==> config.mk <==
export PLATFORM = sky130hd
export DESIGN_NAME = brake_angle_from_velocity
export DESIGN_NICKNAME = d
export VERILOG_FILES = /design/src/bafv_pkg.sv /design/src/bafv_seq.sv /design/src/bafv_dp.sv /design/src/brake_angle_from_velocity.sv
export VERILOG_INCLUDE_DIRS = /design/src /design/src/src
export SDC_FILE = /design/constraint.sdc
export NUM_CORES = 2
export LEC_CHECK = 0
export ABC_CLOCK_PERIOD_IN_PS = 9400
export BUFFER_PORTS_ARGS = -buffer_cell sky130_fd_sc_hd__buf_2
export CAP_MARGIN = 20
export CORE_MARGIN = 4
export CORE_UTILIZATION = 58
export DETAILED_ROUTE_END_ITERATION = 8
export MAX_ROUTING_LAYER = met4
export PLACE_DENSITY = 0.74
export SLEW_MARGIN = 25
export SYNTH_ARGS = -nofsm -noshare
export SYNTH_HDL_FRONTEND = slang
export SYNTH_SLANG_ARGS = --single-unit
==> constraint.sdc <==
create_clock -name clk -period 9.4 [get_ports clk]
set_input_delay 2.82 -clock clk [delete_from_list [all_inputs] [get_ports clk]]
set_output_delay 2.82 -clock clk [all_outputs]
set_load 0.005 [all_outputs]
==> src/brake_angle_from_velocity_macros.svh <==
// ----------------------------------------------------------------------------
// Brake angle assertion macros
// Shared concurrent assertion helpers for the brake angle block.
// ----------------------------------------------------------------------------
`ifndef BRAKE_ANGLE_FROM_VELOCITY_MACROS_SVH
`define BRAKE_ANGLE_FROM_VELOCITY_MACROS_SVH

// Same-cycle implication.
`define BAFV_ASSERT_IMPL(name, clk, rst_n, ante, cons) \
	name: assert property (@(posedge clk) disable iff (!rst_n) (ante) |-> (cons)) \
		else $error("brake angle assertion failed");

// Next-cycle implication.
`define BAFV_ASSERT_NEXT(name, clk, rst_n, ante, cons) \
	name: assert property (@(posedge clk) disable iff (!rst_n) (ante) |=> (cons)) \
		else $error("brake angle assertion failed");

`endif

==> src/bafv_pkg.sv <==
// ----------------------------------------------------------------------------
// Brake angle package
// Widths, constants, microcode and shared types of the brake angle block.
// ----------------------------------------------------------------------------
package bafv_pkg;

	localparam int NUM_AXES = 2;
	localparam int AX_W = (NUM_AXES > 1) ? $clog2(NUM_AXES) : 1;

	localparam int VEL_W = 13;
	localparam int MAG_W = 13;
	localparam int P_W = 26;
	localparam int GP_W = 42;
	localparam int SUM_W = 44;
	localparam int N_W = 28;
	localparam int Q_W = 16;
	localparam int CNT_W = 4;
	localparam int ANG_W = 17;
	localparam int SLEW_W = 18;
	localparam int GAIN_W = 16;
	localparam int RATE_W = 7;
	localparam int LIM_W = 14;
	localparam int CFG_IDX_W = 2;
	localparam int CFG_DATA_W = 16;
	localparam int PC_W = 4;

	localparam logic [CFG_IDX_W-1:0] CFG_GAIN = 2'd0;
	localparam logic [CFG_IDX_W-1:0] CFG_RATE = 2'd1;
	localparam logic [CFG_IDX_W-1:0] CFG_LIMIT = 2'd2;

	localparam logic [GAIN_W-1:0] GAIN_RST = 16'd1409;
	localparam logic [RATE_W-1:0] RATE_RST = 7'd8;
	localparam logic [LIM_W-1:0] LIMIT_RST = 14'd3000;

	localparam logic [MAG_W-1:0] DEN_OFS = 13'd60;
	localparam logic [MAG_W-1:0] NUM_OFS = 13'd560;
	localparam logic [Q_W-1:0] ANGLE_SAT = 16'd36000;
	localparam logic [RATE_W-1:0] MIN_STEP = 7'd4;
	localparam logic [CNT_W-1:0] DIV_LAST = 4'd15;

	localparam logic [PC_W-1:0] PC_LOAD = 4'd0;
	localparam logic [PC_W-1:0] PC_DIV = 4'd5;

	typedef enum logic [3:0] {
		OP_LOAD,
		OP_MUL1,
		OP_MUL2,
		OP_BIAS,
		OP_CHK,
		OP_DIV,
		OP_LEAN,
		OP_SLEW,
		OP_STORE
	} op_t;

	typedef enum logic [1:0] {
		C_NEXT,
		C_WAIT_ITEM,
		C_LOOP_DIV,
		C_WAIT_OUT
	} cond_t;

	typedef struct packed {
		op_t op;
		cond_t cond;
		logic [PC_W-1:0] target;
	} uword_t;

	typedef struct packed {
		op_t op;
		logic en;
	} ctrl_t;

	typedef struct packed {
		logic item_valid;
		logic out_free;
		logic div_more;
	} stat_t;

	typedef struct packed {
		logic [GAIN_W-1:0] gain;
		logic [RATE_W-1:0] rate;
		logic [LIM_W-1:0] limit;
	} cfg_t;

	function automatic uword_t ucode(input logic [PC_W-1:0] pc);
		uword_t w;
		case (pc)
			4'd0: w = '{op: OP_LOAD, cond: C_WAIT_ITEM, target: PC_LOAD};
			4'd1: w = '{op: OP_MUL1, cond: C_NEXT, target: PC_LOAD};
			4'd2: w = '{op: OP_MUL2, cond: C_NEXT, target: PC_LOAD};
			4'd3: w = '{op: OP_BIAS, cond: C_NEXT, target: PC_LOAD};
			4'd4: w = '{op: OP_CHK, cond: C_NEXT, target: PC_LOAD};
			4'd5: w = '{op: OP_DIV, cond: C_LOOP_DIV, target: PC_DIV};
			4'd6: w = '{op: OP_LEAN, cond: C_NEXT, target: PC_LOAD};
			4'd7: w = '{op: OP_SLEW, cond: C_NEXT, target: PC_LOAD};
			4'd8: w = '{op: OP_STORE, cond: C_WAIT_OUT, target: PC_LOAD};
			default: w = '{op: OP_LOAD, cond: C_WAIT_ITEM, target: PC_LOAD};
		endcase
		return w;
	endfunction

	function automatic logic [AX_W-1:0] axis_index(input logic axis);
		logic [AX_W-1:0] idx;
		if (NUM_AXES == 1)
			idx = '0;
		else
			idx = AX_W'(axis);
		return idx;
	endfunction

endpackage

==> src/bafv_seq.sv <==
// ----------------------------------------------------------------------------
// Brake angle sequencer
// Step counter over the microcode table with waits and the divider loop.
// ----------------------------------------------------------------------------
module bafv_seq (
	input  logic             clk,
	input  logic             arst_n,
	input  bafv_pkg::stat_t  stat,
	output bafv_pkg::ctrl_t  ctrl
);

	logic [bafv_pkg::PC_W-1:0] pc_q;
	logic [bafv_pkg::PC_W-1:0] pc_d;
	bafv_pkg::uword_t uw;

	assign uw = bafv_pkg::ucode(pc_q);

	always_comb begin
		pc_d = pc_q;
		ctrl.op = uw.op;
		ctrl.en = 1'b1;
		case (uw.cond)
			bafv_pkg::C_NEXT: begin
				pc_d = pc_q + bafv_pkg::PC_W'(1);
			end
			bafv_pkg::C_WAIT_ITEM: begin
				ctrl.en = stat.item_valid;
				if (stat.item_valid)
					pc_d = pc_q + bafv_pkg::PC_W'(1);
			end
			bafv_pkg::C_LOOP_DIV: begin
				if (stat.div_more)
					pc_d = uw.target;
				else
					pc_d = pc_q + bafv_pkg::PC_W'(1);
			end
			bafv_pkg::C_WAIT_OUT: begin
				ctrl.en = stat.out_free;
				if (stat.out_free)
					pc_d = uw.target;
			end
			default: begin
				pc_d = bafv_pkg::PC_LOAD;
			end
		endcase
	end

	always_ff @(posedge clk or negedge arst_n) begin
		if (!arst_n)
			pc_q <= bafv_pkg::PC_LOAD;
		else
			pc_q <= pc_d;
	end

endmodule

==> src/bafv_dp.sv <==
// ----------------------------------------------------------------------------
// Brake angle datapath
// Multiplier, restoring divider, slew and clamp logic and the angle store.
// ----------------------------------------------------------------------------
module bafv_dp (
	input  logic                                clk,
	input  logic                                arst_n,
	input  bafv_pkg::ctrl_t                     ctrl,
	input  bafv_pkg::cfg_t                      cfg,
	input  logic                                axis,
	input  logic signed [bafv_pkg::VEL_W-1:0]   velocity,
	output logic                                div_more,
	output logic signed [bafv_pkg::ANG_W-1:0]   new_angle
);

	localparam int MW = bafv_pkg::MAG_W;
	localparam int SW = bafv_pkg::SLEW_W;

	logic [bafv_pkg::AX_W-1:0] ax_q;
	logic neg_q;
	logic [MW-1:0] mag_q;
	logic [MW-1:0] den_q;
	logic [bafv_pkg::P_W-1:0] p_q;
	logic [bafv_pkg::GP_W-1:0] gp_q;
	logic [bafv_pkg::N_W-1:0] n_q;
	logic [MW-1:0] rem_q;
	logic [bafv_pkg::Q_W-1:0] quo_q;
	logic [bafv_pkg::CNT_W-1:0] cnt_q;
	logic sat_q;
	logic signed [bafv_pkg::ANG_W-1:0] lean_q;
	logic signed [SW-1:0] slew_q;
	logic signed [bafv_pkg::ANG_W-1:0] angles_q [bafv_pkg::NUM_AXES];

	logic [MW-1:0] mag_in;
	logic [MW-1:0] mag_plus;
	logic [bafv_pkg::SUM_W-1:0] bias_sum;
	logic [MW:0] trial;
	logic trial_ge;
	logic [bafv_pkg::Q_W-1:0] mag_lean;
	logic [bafv_pkg::RATE_W-1:0] step;
	logic signed [SW-1:0] cur_x;
	logic signed [SW-1:0] step_x;
	logic signed [SW-1:0] lean_x;
	logic signed [SW-1:0] lo;
	logic signed [SW-1:0] hi;
	logic signed [SW-1:0] slew_d;
	logic [bafv_pkg::Q_W-1:0] lim4;
	logic [bafv_pkg::Q_W-1:0] lim;
	logic signed [SW-1:0] lim_x;
	logic signed [SW-1:0] clamp;
	logic fire;

	assign fire = ctrl.en;

	assign mag_in = velocity[bafv_pkg::VEL_W-1] ? MW'(-velocity) : MW'(velocity);
	assign mag_plus = mag_q + bafv_pkg::NUM_OFS;
	assign bias_sum = {gp_q, 2'b00} + (bafv_pkg::SUM_W'(den_q) << 15);

	assign trial = {rem_q, quo_q[bafv_pkg::Q_W-1]};
	assign trial_ge = trial >= {1'b0, den_q};
	assign div_more = cnt_q != '0;

	assign mag_lean = (sat_q || quo_q > bafv_pkg::ANGLE_SAT) ? bafv_pkg::ANGLE_SAT : quo_q;

	assign step = (cfg.rate < bafv_pkg::MIN_STEP) ? bafv_pkg::MIN_STEP : cfg.rate;
	assign cur_x = SW'(angles_q[ax_q]);
	assign step_x = $signed({{(SW - bafv_pkg::RATE_W){1'b0}}, step});
	assign lean_x = SW'(lean_q);
	assign lo = cur_x - step_x;
	assign hi = cur_x + step_x;

	always_comb begin
		if (lean_x < lo)
			slew_d = lo;
		else if (lean_x > hi)
			slew_d = hi;
		else
			slew_d = lean_x;
	end

	assign lim4 = {cfg.limit, 2'b00};
	assign lim = (lim4 > bafv_pkg::ANGLE_SAT) ? bafv_pkg::ANGLE_SAT : lim4;
	assign lim_x = $signed({{(SW - bafv_pkg::Q_W){1'b0}}, lim});

	always_comb begin
		if (slew_q < -lim_x)
			clamp = -lim_x;
		else if (slew_q > lim_x)
			clamp = lim_x;
		else
			clamp = slew_q;
	end

	assign new_angle = clamp[bafv_pkg::ANG_W-1:0];

	always_ff @(posedge clk) begin
		if (fire) begin
			case (ctrl.op)
				bafv_pkg::OP_LOAD: begin
					ax_q <= bafv_pkg::axis_index(axis);
					neg_q <= velocity[bafv_pkg::VEL_W-1];
					mag_q <= mag_in;
					den_q <= mag_in + bafv_pkg::DEN_OFS;
				end
				bafv_pkg::OP_MUL1: begin
					p_q <= bafv_pkg::P_W'(mag_q) * bafv_pkg::P_W'(mag_plus);
				end
				bafv_pkg::OP_MUL2: begin
					gp_q <= bafv_pkg::GP_W'(cfg.gain) * bafv_pkg::GP_W'(p_q);
				end
				bafv_pkg::OP_BIAS: begin
					n_q <= bias_sum[bafv_pkg::SUM_W-1:16];
				end
				bafv_pkg::OP_CHK: begin
					sat_q <= {1'b0, n_q[bafv_pkg::N_W-1:bafv_pkg::Q_W]} >= den_q;
					rem_q <= MW'(n_q[bafv_pkg::N_W-1:bafv_pkg::Q_W]);
					quo_q <= n_q[bafv_pkg::Q_W-1:0];
				end
				bafv_pkg::OP_DIV: begin
					rem_q <= trial_ge ? MW'(trial - {1'b0, den_q}) : trial[MW-1:0];
					quo_q <= {quo_q[bafv_pkg::Q_W-2:0], trial_ge};
				end
				bafv_pkg::OP_LEAN: begin
					if (neg_q)
						lean_q <= $signed({1'b0, mag_lean});
					else
						lean_q <= -$signed({1'b0, mag_lean});
				end
				bafv_pkg::OP_SLEW: begin
					slew_q <= slew_d;
				end
				default: begin
				end
			endcase
		end
	end

	always_ff @(posedge clk or negedge arst_n) begin
		if (!arst_n) begin
			cnt_q <= '0;
			for (int i = 0; i < bafv_pkg::NUM_AXES; i++)
				angles_q[i] <= '0;
		end else if (fire) begin
			case (ctrl.op)
				bafv_pkg::OP_CHK: begin
					cnt_q <= bafv_pkg::DIV_LAST;
				end
				bafv_pkg::OP_DIV: begin
					if (cnt_q != '0)
						cnt_q <= cnt_q - bafv_pkg::CNT_W'(1);
				end
				bafv_pkg::OP_STORE: begin
					angles_q[ax_q] <= new_angle;
				end
				default: begin
				end
			endcase
		end
	end

endmodule

==> src/brake_angle_from_velocity.sv <==
// ----------------------------------------------------------------------------
// Brake angle from velocity
// Per-axis braking lean angle with slew and limit, microcoded datapath.
// ----------------------------------------------------------------------------
// A request carries an axis and a signed velocity in cm/s. It is taken when
// item_valid is high and item_stall is low. Each request yields one result,
// angle in quarter centidegrees, offered on result_valid and taken when
// result_stall is low.
// Registers are written on the cfg channel; cfg_ready is always high, and
// writes are expected only while the block is idle. An unused index is ignored.
// The result register is loaded by the store step of each request: the load
// step takes the request, then come two multiplies, the rounding bias and
// overflow check, sixteen steps of the restoring divider, then lean, slew and
// store. A new request is taken only after the store step of the previous one.
// The next request is accepted while a result still waits in the output
// register; if that result is still stalled when the next one is ready, the
// store step holds until it is taken.
// Reset clears both stored axis angles to zero, loads the register defaults
// and empties the output register.
// ----------------------------------------------------------------------------
`include "brake_angle_from_velocity_macros.svh"

module brake_angle_from_velocity (
	input  logic                                     clk,
	input  logic                                     arst_n,
	input  logic                                     item_valid,
	output logic                                     item_stall,
	input  logic                                     axis,
	input  logic signed [bafv_pkg::VEL_W-1:0]        velocity,
	output logic                                     result_valid,
	input  logic                                     result_stall,
	output logic signed [bafv_pkg::ANG_W-1:0]        angle,
	input  logic                                     cfg_valid,
	output logic                                     cfg_ready,
	input  logic [bafv_pkg::CFG_IDX_W-1:0]           cfg_index,
	input  logic [bafv_pkg::CFG_DATA_W-1:0]          cfg_data
);

	bafv_pkg::ctrl_t ctrl;
	bafv_pkg::stat_t stat;
	bafv_pkg::cfg_t cfg_q;
	logic div_more;
	logic signed [bafv_pkg::ANG_W-1:0] new_angle;
	logic result_valid_q;
	logic signed [bafv_pkg::ANG_W-1:0] angle_q;
	logic out_free;
	logic store_go;
	logic item_take;
	logic angle_ok;

	assign out_free = !result_valid_q || !result_stall;
	assign stat = '{item_valid: item_valid, out_free: out_free, div_more: div_more};
	assign store_go = (ctrl.op == bafv_pkg::OP_STORE) && ctrl.en;
	assign item_take = item_valid && !item_stall;
	assign angle_ok = (angle_q >= -$signed({1'b0, bafv_pkg::ANGLE_SAT}))
		&& (angle_q <= $signed({1'b0, bafv_pkg::ANGLE_SAT}));

	assign item_stall = ctrl.op != bafv_pkg::OP_LOAD;
	assign cfg_ready = 1'b1;
	assign result_valid = result_valid_q;
	assign angle = angle_q;

	bafv_seq u_seq (
		.clk    (clk),
		.arst_n (arst_n),
		.stat   (stat),
		.ctrl   (ctrl)
	);

	bafv_dp u_dp (
		.clk       (clk),
		.arst_n    (arst_n),
		.ctrl      (ctrl),
		.cfg       (cfg_q),
		.axis      (axis),
		.velocity  (velocity),
		.div_more  (div_more),
		.new_angle (new_angle)
	);

	always_ff @(posedge clk or negedge arst_n) begin
		if (!arst_n) begin
			cfg_q.gain <= bafv_pkg::GAIN_RST;
			cfg_q.rate <= bafv_pkg::RATE_RST;
			cfg_q.limit <= bafv_pkg::LIMIT_RST;
		end else if (cfg_valid && cfg_ready) begin
			case (cfg_index)
				bafv_pkg::CFG_GAIN: cfg_q.gain <= cfg_data[bafv_pkg::GAIN_W-1:0];
				bafv_pkg::CFG_RATE: cfg_q.rate <= cfg_data[bafv_pkg::RATE_W-1:0];
				bafv_pkg::CFG_LIMIT: cfg_q.limit <= cfg_data[bafv_pkg::LIM_W-1:0];
				default: begin
				end
			endcase
		end
	end

	always_ff @(posedge clk or negedge arst_n) begin
		if (!arst_n)
			result_valid_q <= 1'b0;
		else if (store_go)
			result_valid_q <= 1'b1;
		else if (!result_stall)
			result_valid_q <= 1'b0;
	end

	always_ff @(posedge clk) begin
		if (store_go)
			angle_q <= new_angle;
	end

	`BAFV_ASSERT_NEXT(a_accept_starts_mul, clk, arst_n, item_take, ctrl.op == bafv_pkg::OP_MUL1)
	`BAFV_ASSERT_IMPL(a_store_needs_room, clk, arst_n, store_go, out_free)
	`BAFV_ASSERT_NEXT(a_store_shows_result, clk, arst_n, store_go, result_valid_q)
	`BAFV_ASSERT_IMPL(a_result_in_range, clk, arst_n, result_valid_q, angle_ok)

endmodule

# Yosys cells after proc, flatten, opt, wreduce, memory -nomap -nowiden
# Memory sizes are Yosys's and may differ from the RTL's.
# Cells that the tools add are included.
# Widths: inputs -> output; s select.
totals:
  input_bits: 37
  ff_bits: 286
  mem_bits_ro: 128
  mem_count: 1
mem_list:
  columns: ["name", "words", "width", "rd", "rd_ports_with_merged_regs", "wr", "line", "source"]
  rows:
  - ["(name not given)", 16, 8, 1, 0, 0, "bafv_pkg.sv:88", "case (pc)"]
op_classes:
  add_sub_neg: 11
  muxes: 27
  n_bitwise: 1
  n_reduce_logical: 26
  mul: 2
  eq_ne: 17
  magnitude_cmp: 11
ops:
  columns: ["op", "count"]
  rows:
  - ["$mux 17", 6]
  - ["$mux 16", 3]
  - ["$add 44x28->44", 1]
  - ["$mul 16x26->42", 1]
  - ["$mux 18", 2]
  - ["$bwmux 34", 1]
  - ["$gt 16x16->1 const B", 2]
  - ["$pmux 16 s2", 1]
  - ["$mul 13x13->26", 1]
  - ["$mux 13", 2]
  - ["$pmux 13 s2", 1]
  - ["$reduce_and 2->1", 13]
  - ["$add 17x8->18", 1]
  - ["$gt 17x18->1", 1]
  - ["$gt 18x17->1", 1]
  - ["$lt 17x18->1", 1]
  - ["$lt 18x18->1", 1]
  - ["$neg 16->18", 1]
  - ["$sub 17x8->18", 1]
  - ["$demux 17 s1", 1]
  - ["$neg 16->17", 1]
  - ["$eq 4x3->1 const B", 4]
  - ["$mux 4", 4]
  - ["$pmux 4 s4", 1]
  - ["other kinds (31)", 43]

# Depth between registers and ports, before layout
depth:
  depth_word: 8
  depth_mapped: 27
  ltp_nobuf: 25

# Modules after synthesis
# From an unflattened synthesis, not the netlist that was laid out.
unflattened:
  hier_cells: 3485
  hier_area_um2: 33664.8
modules_own_cells:
  columns: ["mod", "seq_area_each_um2", "cells_per_inst", "n_inst", "area_per_inst_um2"]
  rows:
  - ["bafv_dp", 6145.9, 3349, 1, 31342.6]
  - ["brake_angle_from_velocity", 1476.4, 104, 1, 1988.2]
  - ["bafv_seq", 100.1, 32, 1, 334.1]

# Worst setup path before layout
# Ideal clock, no wire load.
synth_timing:
  kind: "input to register"
  startpoint: "input result_stall"
  endpoint: "register u_dp.p_q[0] in the netlist's numbering (enable)"
  path_stages: 4
  path_slack_ps: 2715
  arrival_ps: 6247
  t_required_ps: 8962
  path_cell_list: "a21oi_1 > nor2_1 > or3_1 > nor3_1"
synth_between:
  elab_chain_len: 4
synth_lines:
  columns: ["item", "line", "source"]
  rows:
  - ["from (decl)", "brake_angle_from_velocity.sv:31", "input logic result_stall,"]
  - ["$logic_not 1->1", null, null]
  - ["$logic_or 1x1->1", "brake_angle_from_velocity.sv:51", "assign out_free = !result_valid_q || !result_stall;"]
  - ["$pmux 1 s2", "bafv_seq.sv:22", "case (uw.cond)"]
  - ["$reduce_and 2->1 (no source line)", null, null]
  - ["to (signal assigned)", "bafv_dp.sv:106", "p_q <= bafv_pkg::P_W'(mag_q) * bafv_pkg::P_W'(mag_plus);"]
  - ["to (decl)", "bafv_dp.sv:23", "logic [bafv_pkg::P_W-1:0] p_q;"]
# No other way between the ends.
# A chain may end at the register's enable or synchronous reset.

# Worst setup path in the final report
layout_timing:
  startpoint: "register cfg_q[25] in the netlist's numbering"
  endpoint: "register u_dp.gp_q[41] in the netlist's numbering, data pin"
layout_between:
  elab_chain_len: 1
layout_lines:
  columns: ["item", "line", "source"]
  rows:
  - ["from (decl)", "brake_angle_from_velocity.sv:41", "bafv_pkg::cfg_t cfg_q;"]
  - ["$mul 16x26->42", "bafv_dp.sv:109", "gp_q <= bafv_pkg::GP_W'(cfg.gain) * bafv_pkg::GP_W'(p_q);"]
  - ["to (signal assigned)", "bafv_dp.sv:109", null]
  - ["to (decl)", "bafv_dp.sv:24", "logic [bafv_pkg::GP_W-1:0] gp_q;"]
# No other way between the ends.

==> impl_summary.log <==
INFO  metric post_synth_mux_area_share = 3.991%
INFO  metric antenna_found_initial = 2
INFO  metric timing.critical_path.arrival = 7.75 ns
INFO  metric final_hold_viol_count = 0
INFO  metric worst_pin_slew = 1.127 ns
INFO  metric drc = 0
INFO  metric worst_setup_hold_path_clk_slew = 0.06 ns
INFO  metric worstSetupStartpointType = flop
INFO  metric ctsHoldBuffers = 0
INFO  metric setup_total_negative_slack = 0 ns
INFO  metric r2r.worst_path.cells = 21
INFO  metric antenna_left = 0
INFO  metric status = completed
INFO  metric holdPathStages = 2
INFO  metric worst_r2r_startpoint = cfg_q[25]
INFO  metric dpl.hpwl = 60520 um
INFO  metric ctsResizeCount = 0
INFO  metric synth-compound-area-share = 7.702%
INFO  metric cts.sink_count = 270
INFO  metric slew_limit_headroom = 24.71%
INFO  metric syn_avg_cell_area = 9.441 um2
INFO  metric unrepaired_setup_endpoints_after_global_routing = no
INFO  metric cpMaxStageDelayCell = sky130_fd_sc_hd__a2111oi_2
INFO  metric max_cap_viols = 0
INFO  metric cp.required = between 9 and 10 ns
INFO  metric primary_ff_master_synth = sky130_fd_sc_hd__edfxtp_1
INFO  metric drive_gt1_share = 7.135%
INFO  metric grt_usage = 26.65%
INFO  metric crit_path_cell_trace = nand2_1 -> fa_1 -> inv_1 -> fa_1 -> inv_1 -> fa_1 -> fa_1 -> inv_1 -> fa_1 -> inv_1 -> fa_1 -> inv_1 -> ha_1 -> a21oi_1 -> o21ai_0 -> a2111oi_2 -> a2111oi_0 -> nor2_1 -> o21ai_0 -> a311oi_1 -> xnor2_1
INFO  metric antenna_cells = 0
INFO  metric synth-edff-count = 190
INFO  metric critical_path.most_common_cell = sky130_fd_sc_hd__fa_1
INFO  metric worst-setup-path-type = reg2reg
INFO  metric clock_root_cell = sky130_fd_sc_hd__clkbuf_16
INFO  metric final_period_minus_worst_setup_slack = 7.481 ns
INFO  metric grt_remaining_overflow = 0
INFO  metric synth_async_sr_flop_share = 29.63%
INFO  metric vias_per_cell = 5.629
INFO  metric postSynthNetCount = 4389
INFO  metric hold_class = reg2reg
INFO  metric flow.area_growth_from_synthesis = 6.202%
INFO  metric syn_inst = ~3600
INFO  metric nNetsFinal = 4369
INFO  metric core.rowCount = 88
INFO  metric num_io_pins = 57
INFO  metric synth_cell_types = 75
INFO  metric routabilityCongestion = 0.8949
INFO  metric grt_pass1_wl = around 130000 um
INFO  metric cts_buffer_depth = 3
INFO  metric pin_count_of_the_biggest_net_entering_global_routing = 68
INFO  metric drt-total-wl = between 70000 and 80000 um
INFO  metric cts_tree = built
INFO  metric final_max_slew_viol_count = 0
INFO  metric achievable-frequency = ~130 MHz
INFO  metric most_common_library_cell_in_the_layout_ignoring_fill_and_taps = sky130_fd_sc_hd__inv_1
INFO  metric post-cts-setup-buffers = 0
INFO  metric detail_route.wl_per_cell = 17.92 um
INFO  metric flops_latches_synth = 270
INFO  metric fp.dieH = 249.9 um
INFO  metric synth-adder-area-share = 37.52%
INFO  metric cp_slowest_stage_delay = 0.97 ns
INFO  metric cts_inserted_buffers = 34
INFO  metric core-area = 0.05781 mm2
INFO  metric syn-cell-area = 0.03395 mm2
INFO  metric floorplan.die.width = 249.9 um
INFO  metric crit-reg2reg-capture = u_dp.gp_q[41]
INFO  metric final_core_occ = 62.38%
INFO  metric synth-seq-area-share = 22.75%
INFO  metric worstHoldStart = u_dp.angles_q[22]
INFO  metric drt_pass1_iterations = 5
INFO  metric mostFrequentLayoutCells = sky130_fd_sc_hd__inv_1, sky130_fd_sc_hd__nand2_1, sky130_fd_sc_hd__fa_1
INFO  metric layout_setup_ws = 1.919 ns
INFO  metric critPathCaptureType = flop
INFO  metric drt_iter0_markers = 1545
INFO  metric yosys_warnings = 0
INFO  metric dpl_worst_slack = approximately 2 ns
INFO  metric port_buffers = between 50 and 60
INFO  metric clock_latency_on_the_worst_skew_pair = 0.55 ns
INFO  metric yosys.area_share.xor_xnor = about 3.6%
INFO  metric nFillCells = between 4000 and 5000
INFO  metric worst-r2r-setup-slack = ~1.9 ns
INFO  metric timing.final.setup_violations = 0
INFO  metric htree_depth = 2
INFO  metric finalCritPeriodShare = 79.59%
INFO  metric timing.clock.skew = approximately 0.028 ns
INFO  metric route.vias.total = 24583
INFO  metric path_max_fanout = 26
INFO  metric design.die.area = roughly 0.062 mm2
INFO  metric holdPathEnd = u_dp.angles_q[22]
INFO  metric synth-simple-area-share = 15.53%
INFO  metric start_util = between 50 and 60%
INFO  metric grt_pass1_vias = 25487
INFO  metric dominant_combinational_cell_family_by_area_after_synthesis = adder cells
stage by stage:
| stage | cells | hold WS, ns | cell area, um2 |
|---|---|---|---|
| 5_1_grt | 4367 | 0.5033 | 36060 |
| 3_5_place_dp | 4304 | 0.4651 | 34880 |
| 2_1_floorplan | 3596 | 0.4444 | 33950 |
| 6_report | 4367 | 0.4800 | 36060 |
| 4_1_cts | 4366 | 0.4798 | 36030 |
| 3_3_place_gp | 4304 | 0.4588 | 34880 |
Yosys cell counts, types with 12 or more instances:
master                     count  area (um2)
sky130_fd_sc_hd__a211oi_1     23       172.7
sky130_fd_sc_hd__edfxtp_1    190        5705
sky130_fd_sc_hd__nor2_1      154       578.1
sky130_fd_sc_hd__and3_1       18       112.6
sky130_fd_sc_hd__nand2_1     470        1764
sky130_fd_sc_hd__nand2b_1     78       488.0
sky130_fd_sc_hd__nand4_1      21       131.4
sky130_fd_sc_hd__nand3_1      35       175.2
sky130_fd_sc_hd__a21oi_1     100       500.5
sky130_fd_sc_hd__dfstp_2      12       315.3
sky130_fd_sc_hd__clkbuf_1    126       473.0
sky130_fd_sc_hd__fa_1        437        8748
sky130_fd_sc_hd__o21a_1       20       150.1
sky130_fd_sc_hd__dfrtp_1      68        1702
sky130_fd_sc_hd__xnor2_1      86       753.2
sky130_fd_sc_hd__and2_1      158       988.5
sky130_fd_sc_hd__nor2b_1      55       344.1
sky130_fd_sc_hd__ha_1        319        3991
sky130_fd_sc_hd__o21ai_0      99       495.5
sky130_fd_sc_hd__a21o_1       40       300.3
sky130_fd_sc_hd__o211ai_1     12       90.09
sky130_fd_sc_hd__nor3_1       50       250.2
sky130_fd_sc_hd__o21bai_1     14       105.1
sky130_fd_sc_hd__inv_1       661        2481
sky130_fd_sc_hd__mux2i_1      42       420.4
sky130_fd_sc_hd__xor2_1       54       473.0
sky130_fd_sc_hd__a31oi_1      15       93.84
sky130_fd_sc_hd__or3_1        22       137.6
sky130_fd_sc_hd__mux2_2       83       934.7
cells by family (layout without fill, tap and decap cells):
kind of cell / count (synthesis) / count (layout)
AO/OA/AOI/OAI: 404 / 404
XOR/XNOR: 140 / 140
adder cells (fa/ha/maj): 756 / 756
buffers and inverters: 799 / 805
flip-flops: 270 / 270
multiplexers: 125 / 125
other: 1 / 1
AND/OR/NAND/NOR: 1101 / 1101
cell type report:
class                      count  area (um2)  area share [%]
sequential                   270        7725           21.42
inverter                     662        2485           6.892
multi-input combinational   2527       23250           64.49
tap                          765       957.2           2.655
timing repair buffer          81       485.5           1.346
clock buffer                  38       875.8           2.429
clock inverter                24       275.3          0.7634
layer usage:
layer	vias up	global-route usage (%)	share of wire, %
met3	174	2.876	4.5
met5	-	-	0
li1	11474	-	-
met1	12317	32.96	41
met4	0	8.955	3.5
met2	618	46.12	51
registers in the layout, indices dropped and copies added (netlist names), 4 cells and up:
signal and cells:
u_dp.rem_q 13, u_dp.gp_q 29, u_dp.den_q 13, u_dp.mag_q 11, u_dp.lean_q 17, u_dp.p_q 25
u_seq.pc_q 4, u_dp.cnt_q 4, u_dp.angles_q 34, u_dp.quo_q 16, u_dp.n_q 28, u_dp.slew_q 18
cfg_q 37, angle 17
worst max-delay path: cells and delay by family, from the launching register on:
kind	cells	cell delay (ns)
and+or+nand+nor	2	0.44
AOI/OAI and AO/OA	6	2.10
adders and majority gates	7	3.32
buffers and inverters	5	0.24
xor gates and xnor gates	1	0.11
DFF	1	0.96
worst max path at each step:
| stage | start | to | slack, ns |
|---|---|---|---|
| 3_3_place_gp | cfg_q[25] | u_dp.gp_q[41] | 2.17 |
| 4_1_cts | u_dp.mag_q[4] | u_dp.p_q[25] | 1.97 |
| 5_1_grt | u_dp.mag_q[4] | u_dp.p_q[25] | 1.44 |
| 3_5_place_dp | u_dp.mag_q[4] | u_dp.p_q[25] | 2.00 |
| 6_report | cfg_q[25] | u_dp.gp_q[41] | 1.92 |
| 2_1_floorplan | result_stall | u_dp.p_q[0] | 2.72 |
Power is not shown: default switching activity piles up to over one toggle a cycle in this logic, so the estimate is an artifact.
